`src/rtl/ilt_pkg.sv`:
```
// Package: shared types, constants and codes for the indexed list table engine.
`timescale 1ns / 1ps
package ilt_pkg;

   localparam int DEPTH = 64;
   localparam int IDX_W = $clog2(DEPTH);
   localparam int CNT_W = $clog2(DEPTH + 1);

   // request kinds
   localparam logic [2:0] KIND_PUSH       = 3'd0;
   localparam logic [2:0] KIND_POP        = 3'd1;
   localparam logic [2:0] KIND_INSERT     = 3'd2;
   localparam logic [2:0] KIND_REMOVE_AT  = 3'd3;
   localparam logic [2:0] KIND_REMOVE_VAL = 3'd4;
   localparam logic [2:0] KIND_GET        = 3'd5;
   localparam logic [2:0] KIND_FIND       = 3'd6;

   // status codes
   localparam logic [2:0] STAT_OK       = 3'd0;
   localparam logic [2:0] STAT_EMPTY    = 3'd1;
   localparam logic [2:0] STAT_FULL     = 3'd2;
   localparam logic [2:0] STAT_BAD_IDX  = 3'd3;
   localparam logic [2:0] STAT_NOTFOUND = 3'd4;

   typedef struct packed {
      logic [2:0]         kind;
      logic [5:0]         position;
      logic signed [31:0] operand_value;
   } req_type;

   typedef struct packed {
      logic signed [31:0] read_value;
      logic [5:0]         found_position;
      logic [2:0]         status;
      logic [6:0]         entry_count;
   } rsp_type;

   // per-cycle command broadcast to every cell
   typedef enum logic [2:0] {
      CELL_HOLD,
      CELL_WRITE,
      CELL_INSERT,
      CELL_REMOVE,
      CELL_MARK,
      CELL_COMPACT
   } cell_op_type;

   typedef struct packed {
      cell_op_type        op;
      logic [IDX_W-1:0]   position;
      logic signed [31:0] value;
      logic [CNT_W-1:0]   count;
   } cell_ctl_type;

   typedef enum logic [1:0] {
      FSM_IDLE,
      FSM_EXEC,
      FSM_COMPACT,
      FSM_FIND
   } fsm_state_type;

endpackage

```
`src/rtl/ilt_cell.sv`:
```
// One list cell: holds one entry and trades it with its neighbors.
`timescale 1ns / 1ps
module ilt_cell (
   input  logic                        clock,
   input  logic                        reset,
   input  logic [ilt_pkg::IDX_W-1:0]   cell_index,
   input  ilt_pkg::cell_ctl_type       ctl,
   input  logic signed [31:0]          left_data,
   input  logic                        left_keep,
   input  logic signed [31:0]          right_data,
   input  logic                        right_keep,
   output logic signed [31:0]          data,
   output logic                        keep,
   output logic                        match
);
   import ilt_pkg::*;

   logic signed [31:0] data_ff, data_in;
   logic               keep_ff, keep_in;
   logic               in_use;

   assign in_use = {1'b0, cell_index} < ctl.count;

   // next entry value and compaction mark
   always_comb begin
      data_in = data_ff;
      keep_in = keep_ff;
      case (ctl.op)
         CELL_WRITE: begin
            if (cell_index == ctl.position) data_in = ctl.value;
         end
         CELL_INSERT: begin
            if (cell_index == ctl.position) data_in = ctl.value;
            else if (cell_index > ctl.position) data_in = left_data;
         end
         CELL_REMOVE: begin
            if (cell_index >= ctl.position) data_in = right_data;
         end
         CELL_MARK: begin
            keep_in = in_use && (data_ff != ctl.value);
         end
         CELL_COMPACT: begin
            // pull a kept entry down into a hole; hand ours down if below is a hole
            if (!keep_ff && right_keep) begin
               data_in = right_data;
               keep_in = 1'b1;
            end else if (keep_ff && !left_keep) begin
               keep_in = 1'b0;
            end
         end
         default: begin
         end
      endcase
   end

   always_ff @(posedge clock) begin
      data_ff <= data_in;
   end

   always_ff @(posedge clock) begin
      if (reset) begin
         keep_ff <= 1'b0;
      end else begin
         keep_ff <= keep_in;
      end
   end

   assign data  = data_ff;
   assign keep  = keep_ff;
   assign match = in_use && (data_ff == ctl.value);

endmodule

```
`config.mk`:
```
export PLATFORM = sky130hd
export DESIGN_NAME = ilt_cell
export DESIGN_NICKNAME = d
export VERILOG_FILES = /design/src/rtl/ilt_pkg.sv /design/src/rtl/ilt_cell.sv
export SDC_FILE = /design/constraint.sdc
export NUM_CORES = 1
export LEC_CHECK = 0
export BUFFER_PORTS_ARGS = -buffer_cell sky130_fd_sc_hd__buf_2
export CORE_ASPECT_RATIO = 1.5
export CORE_MARGIN = 4
export CORE_UTILIZATION = 34
export CTS_CLUSTER_DIAMETER = 120
export DETAILED_ROUTE_END_ITERATION = 8
export GPL_ROUTABILITY_DRIVEN = 1
export PLACE_DENSITY = 0.78
export SLEW_MARGIN = 5
export SYNTH_ARGS = -nofsm -noshare
export SYNTH_HDL_FRONTEND = slang
export SYNTH_SLANG_ARGS = --single-unit
```
`constraint.sdc`:
```
create_clock -name clock -period 4.88 [get_ports clock]
set_input_delay 0.732 -clock clock [delete_from_list [all_inputs] [get_ports clock]]
set_output_delay 0.732 -clock clock [all_outputs]
set_load 0.005 [all_outputs]
```
==> flow_metrics.tcl, run 1 <==
set metrics [dict create \
    routed_via_density 5.18 \
    clk_path_buf_depth 2 \
    grt_pass1_vias 2263 \
    worstPathRequired_ps 4770 \
    grt_pass1_wl_microns 10100 \
    die_x_microns 75.4 \
    path_max_fanout 32 \
    drc 0 \
    post_cts_buffers 0 \
    num_vias 2263 \
    clock.fmax_mhz 368 \
    syn-num-nets 340 \
    r2r_start "keep" \
    synth_area_per_cell_sq_um 11.2 \
    h-tree-depth 2 \
    antenna_found_initial 0 \
    finClkSkew_ps 4.03 \
    post_drt_wl_per_cell_microns 15.9 \
    hold_buffers 0 \
    crit_path_start_kind "input port" \
    end_kind "register" \
    cts_resized 0 \
    grt.overflow.total 0 \
    synthToLayoutAreaGrowth_pct 37.3 \
    maxCapViolCount 0 \
    layout_commonest_cell "buf_2" \
    die_y_microns 109 \
    fill_cells 629 \
    fin_nets 493 \
    dpl.hpwl_microns 5630 \
    worst_pin_slew_ps 1270 \
    grt_max_degree 34 \
    hp-start "keep" \
    port_buffers 155 \
    tns_ps 0 \
    crit_arrival_ps 2610 \
    initial_utilization_pct 35.2 \
    clock_latency_ps 270 \
    layout_common_cells "buf_2 (155), inv_1 (43), xnor2_1 (32), edfxtp_1 (32), a222oi_1 (31)" \
    relSlewSlack_pct 14.9 \
    slew_viol_final 0 \
    finalSetupViolations 0 \
    drive_above_1_share_pct 46.8 \
    whs_path_depth 3 \
    hold_viol_final 0 \
    core.rowCount 36 \
    cts_buffers 5 \
    ios 156 \
    ys_seq_elements 33 \
    drtIter0Drc 227 \
    path_class "input port to register" \
    r2r-end "data[6]" \
    timing.reg2reg.setup_slack_ps 2990 \
    first_pass_iters 6 \
    drt.antenna.violating_nets 0 \
    min_period_over_period_pct 55.7 \
    synthesis.instances 207 \
    outcome "complete, no violations" \
    leakagePower_nw 1.57 \
    min_to "keep" \
    yosysTopAreaCell "edfxtp_1" \
    rsz0062_at_grt "no" \
    fin_crit_ps 2720 \
    cts.sinks 33 \
    r2r_cells 2 \
    yosysWarnings 0 \
    synth.distinct_cells 29 \
    netlist_area_sq_mm 0.00231 \
    hold_class "register to register" \
    p_per_area_mw_per_mm2 235 \
    clockRootBuffer "clkbuf_8" \
    synth_area_leaders "edfxtp_1 (42%), a222oi_1 (13%), xnor2_1 (12%), inv_1 (7.0%), ha_1 (5.9%)" \
    path_clk_slew_ps 60 \
    design.core.area_sq_mm 0.00658 \
    critPathLaunch "cell_index[0]" \
    tritoncts "done" \
    n_antenna_cell 0 \
    wl_microns 6940 \
    dieArea_sq_mm 0.00822 \
    fin_hold_ws_ps 637 \
    synth_top_area_share_pct 41.5 \
    gp_congestion 0.837 \
    track_usage_pct 16.2 \
    irDropWorstVdd_mv 0.146 \
    yosysSeqAreaShare_pct 42.4 \
]
==> area by class of cell <==
type | count | area [sq um] | area share [%]
multi-input cells | 122 | 1080 | 34.0
flip-flops and latches | 33 | 981 | 30.9
repair buffers | 155 | 776 | 24.4
inverters | 43 | 161 | 5.08
well taps | 76 | 95.1 | 2.99
clock buffers | 5 | 68.8 | 2.17
clock inverters | 3 | 12.5 | 0.394
==> report_power, final <==
group	total [W]	internal (W)	switching (W)
clock network	0.000190	0.0000959	0.0000937
logic	0.000202	0.000103	0.0000997
registers	0.000355	0.000341	0.0000136
total	0.000747	0.000540	0.000207
==> state kept, by name, indices dropped and copies added, names as in the netlist <==
signal	count
data	32
keep	1
==> per-layer routing <==
metal,GRT usage (%),part of all wire [%]
met5,0,0
met3,3.51,9.3
met1,16.7,33
met2,30.8,56
met4,5.63,1.3
==> per-stage QoR <==
step           area [sq um]  cells  utilization (%)  setup slack (ps)  total power [W]
3_5_place_dp           3090    429             47.1              1830         0.000567
2_1_floorplan          2310    207                -              1250         0.000471
5_1_grt                3180    437             48.3              1990         0.000791
6_report               3180    437             48.3              2160         0.000747
3_3_place_gp           3090    429             47.1              1900         0.000559
4_1_cts                3180    437             48.3              2120         0.000760
==> cell usage after synthesis <==
| library cell | n |
|---|---|
| dfxtp_1 | 1 |
| inv_1 | 43 |
| nor4_1 | 3 |
| mux2i_1 | 1 |
| o22ai_1 | 1 |
| nand2_1 | 5 |
| a21oi_1 | 5 |
| o21ai_1 | 1 |
| o21a_2 | 1 |
| nand4_1 | 8 |
| nand3b_1 | 1 |
| buf_6 | 9 |
| a21o_1 | 2 |
| o32a_1 | 1 |
| a211oi_1 | 2 |
| nor3_4 | 2 |
| a211o_2 | 1 |
| xnor2_1 | 32 |
| o2bb2ai_1 | 1 |
| o21ai_0 | 3 |
| ha_1 | 11 |
| a21boi_4 | 1 |
| nand2b_4 | 2 |
| edfxtp_1 | 32 |
| nor2_1 | 3 |
| a222oi_1 | 31 |
| nand2b_1 | 2 |
| and4b_1 | 1 |
| nand3_1 | 1 |
==> worst max-delay path, cell delays in order <==
cell     delay, ps
buf_2           80
inv_1           30
ha_1           280
nand2_1        110
nor3_4         260
a21oi_1        100
o32a_1         210
a21oi_4        800
==> cells by family after synthesis <==
group | share of synthesized area, %
muxes | 0.433
xor gates and xnor gates | 12.1
DFF | 42.4
adders and majority gates | 5.95
AOI/OAI and AO/OA | 19.4
and+or+nand+nor | 8.38
buffers and inverters | 11.4
==> how the worst max path moves through the flow <==
stage              end  slack, ps  cells after the start
5_1_grt          match       1990                      7
6_report       data[6]       2160                      8
2_1_floorplan  data[0]       1250                      7
3_5_place_dp   data[5]       1830                      8
4_1_cts        data[8]       2120                      8
3_3_place_gp   data[5]       1900                      8
Note: power is estimated with default switching activity, not from simulation.
==> run 2, diff against run 1 <==
==> constraint.sdc (replaced) <==
create_clock -name clock -period 2.66 [get_ports clock]
set_input_delay 0.399 -clock clock [delete_from_list [all_inputs] [get_ports clock]]
set_output_delay 0.399 -clock clock [all_outputs]
set_load 0.005 [all_outputs]
==> flow_metrics.tcl, run 2 (same netlist as run 1, synthesis figures left out) <==
set metrics [dict create \
    port_buffers 155 \
    hold_buffers 0 \
    end_kind "output pin" \
    n_antenna_cell 0 \
    layout_common_cells "buf_2 (155), inv_1 (43), xnor2_1 (32), edfxtp_1 (32), a222oi_1 (31)" \
    worst_pin_slew_ps 946 \
    dieArea_sq_mm 0.00822 \
    track_usage_pct 16.4 \
    tritoncts "done" \
    grt_max_degree 34 \
    hold_class "input port to register" \
    min_period_over_period_pct 82.3 \
    largest_reg_flops 32 \
    drtIter0Drc 166 \
    relSlewSlack_pct 36.7 \
    grt.overflow.total 0 \
    post_cts_buffers 0 \
    first_pass_iters 7 \
    routed_via_density 5.22 \
    grt_pass1_vias 2293 \
    outcome "complete, no violations" \
    grt_pass1_wl_microns 10100 \
    path_clk_slew_ps 60 \
    cts.sinks 33 \
    design.core.area_sq_mm 0.00658 \
    layout_commonest_cell "buf_2" \
    drive_above_1_share_pct 47.3 \
    finClkSkew_ps 4.13 \
    post_drt_wl_per_cell_microns 15.9 \
    h-tree-depth 2 \
    crit_path_start_kind "register" \
    worstPathRequired_ps 2260 \
    crit_family "simple AND/OR/NAND/NOR gates" \
    num_vias 2298 \
    clockRootBuffer "clkbuf_8" \
    maxCapViolCount 0 \
    fin_crit_ps 2190 \
    tns_ps 0 \
    crit_arrival_ps 1790 \
    crit_chain "xnor2_1, nand4_1, nor4_1, nand2_1, nor2_1, buf_2" \
    crit_slowest_cell "edfxtp_1" \
    power_w 0.00137 \
    p_per_area_mw_per_mm2 429 \
    wl_microns 7000 \
    core.rowCount 36 \
    path_max_fanout 2 \
    clk_path_buf_depth 2 \
    rsz0062_at_grt "no" \
    die_x_microns 75.4 \
    clock_latency_ps 280 \
    dpl.hpwl_microns 5660 \
    gp_congestion 0.836 \
    irDropWorstVdd_mv 0.255 \
    slew_viol_final 0 \
    leakagePower_nw 1.59 \
    synthToLayoutAreaGrowth_pct 38.3 \
    dpl.cell_count 433 \
    die_y_microns 109 \
    fin_cells 440 \
    crit_buf_inv 1 \
    path_class "register to output pin" \
    finalSetupViolations 0 \
    drc 0 \
    drt.antenna.violating_nets 0 \
    max_stage_delay_ps 410 \
    ios 156 \
    clock.fmax_mhz 457 \
    hold_viol_final 0 \
    fin_nets 497 \
    cts_resized 0 \
    antenna_found_initial 0 \
    initial_utilization_pct 35.2 \
    cts_buffers 5 \
]
-- run 2: worst paths after layout --
kind | startpoint | endpoint | slack [ps] | cells past startpoint
setup reg to reg | data[4] | keep | 1130 | 5
hold / removal | reset | keep | 390 | 3
setup / recovery | data[4] | match | 470 | 6
hold reg to reg | keep | keep | 630 | 3
-- run 2: worst min-delay path: cells and delay by family --
| family | cells | cell delay (ps) |
|---|---|---|
| AO/OA/AOI/OAI | 2 | 140 |
| buffers and inverters | 1 | 80 |
-- run 2: report_power, final --
part           switching, W  leakage (nW)  internal [W]
Combinational      0.000184          1.24      0.000193
Clock              0.000169        0.0387      0.000176
Sequential        0.0000253         0.311      0.000625
-- run 2: routing by layer --
| metal | track usage (%) | wire (microns) |
|---|---|---|
| met1 | 16.7 | 2330 |
| met2 | 30.9 | 3830 |
| met3 | 4.34 | 735 |
| met4 | 5.50 | 107 |
| met5 | 0 | 0 |
-- run 2: stage by stage --
step | worst slack [ps] | instance area, sq um | hold WS [ps] | utilization [%]
6_report | 471 | 3200 | 391 | 48.7
5_1_grt | 266 | 3200 | 385 | 48.7
4_1_cts | 401 | 3200 | 373 | 48.7
3_5_place_dp | 393 | 3120 | 619 | 47.5
3_3_place_gp | 492 | 3120 | 626 | 47.5
2_1_floorplan | 72.4 | 2320 | 564 | -
-- run 2: final cells by class --
class | instances | area (sq um)
Clock buffer | 6 | 72.6
Inverter | 43 | 161
Fill cell | 638 | 3380
Timing Repair Buffer | 159 | 806
Tap cell | 76 | 95.1
Sequential cell | 33 | 981
Multi-Input combinational cell | 122 | 1080
Clock inverter | 1 | 3.75
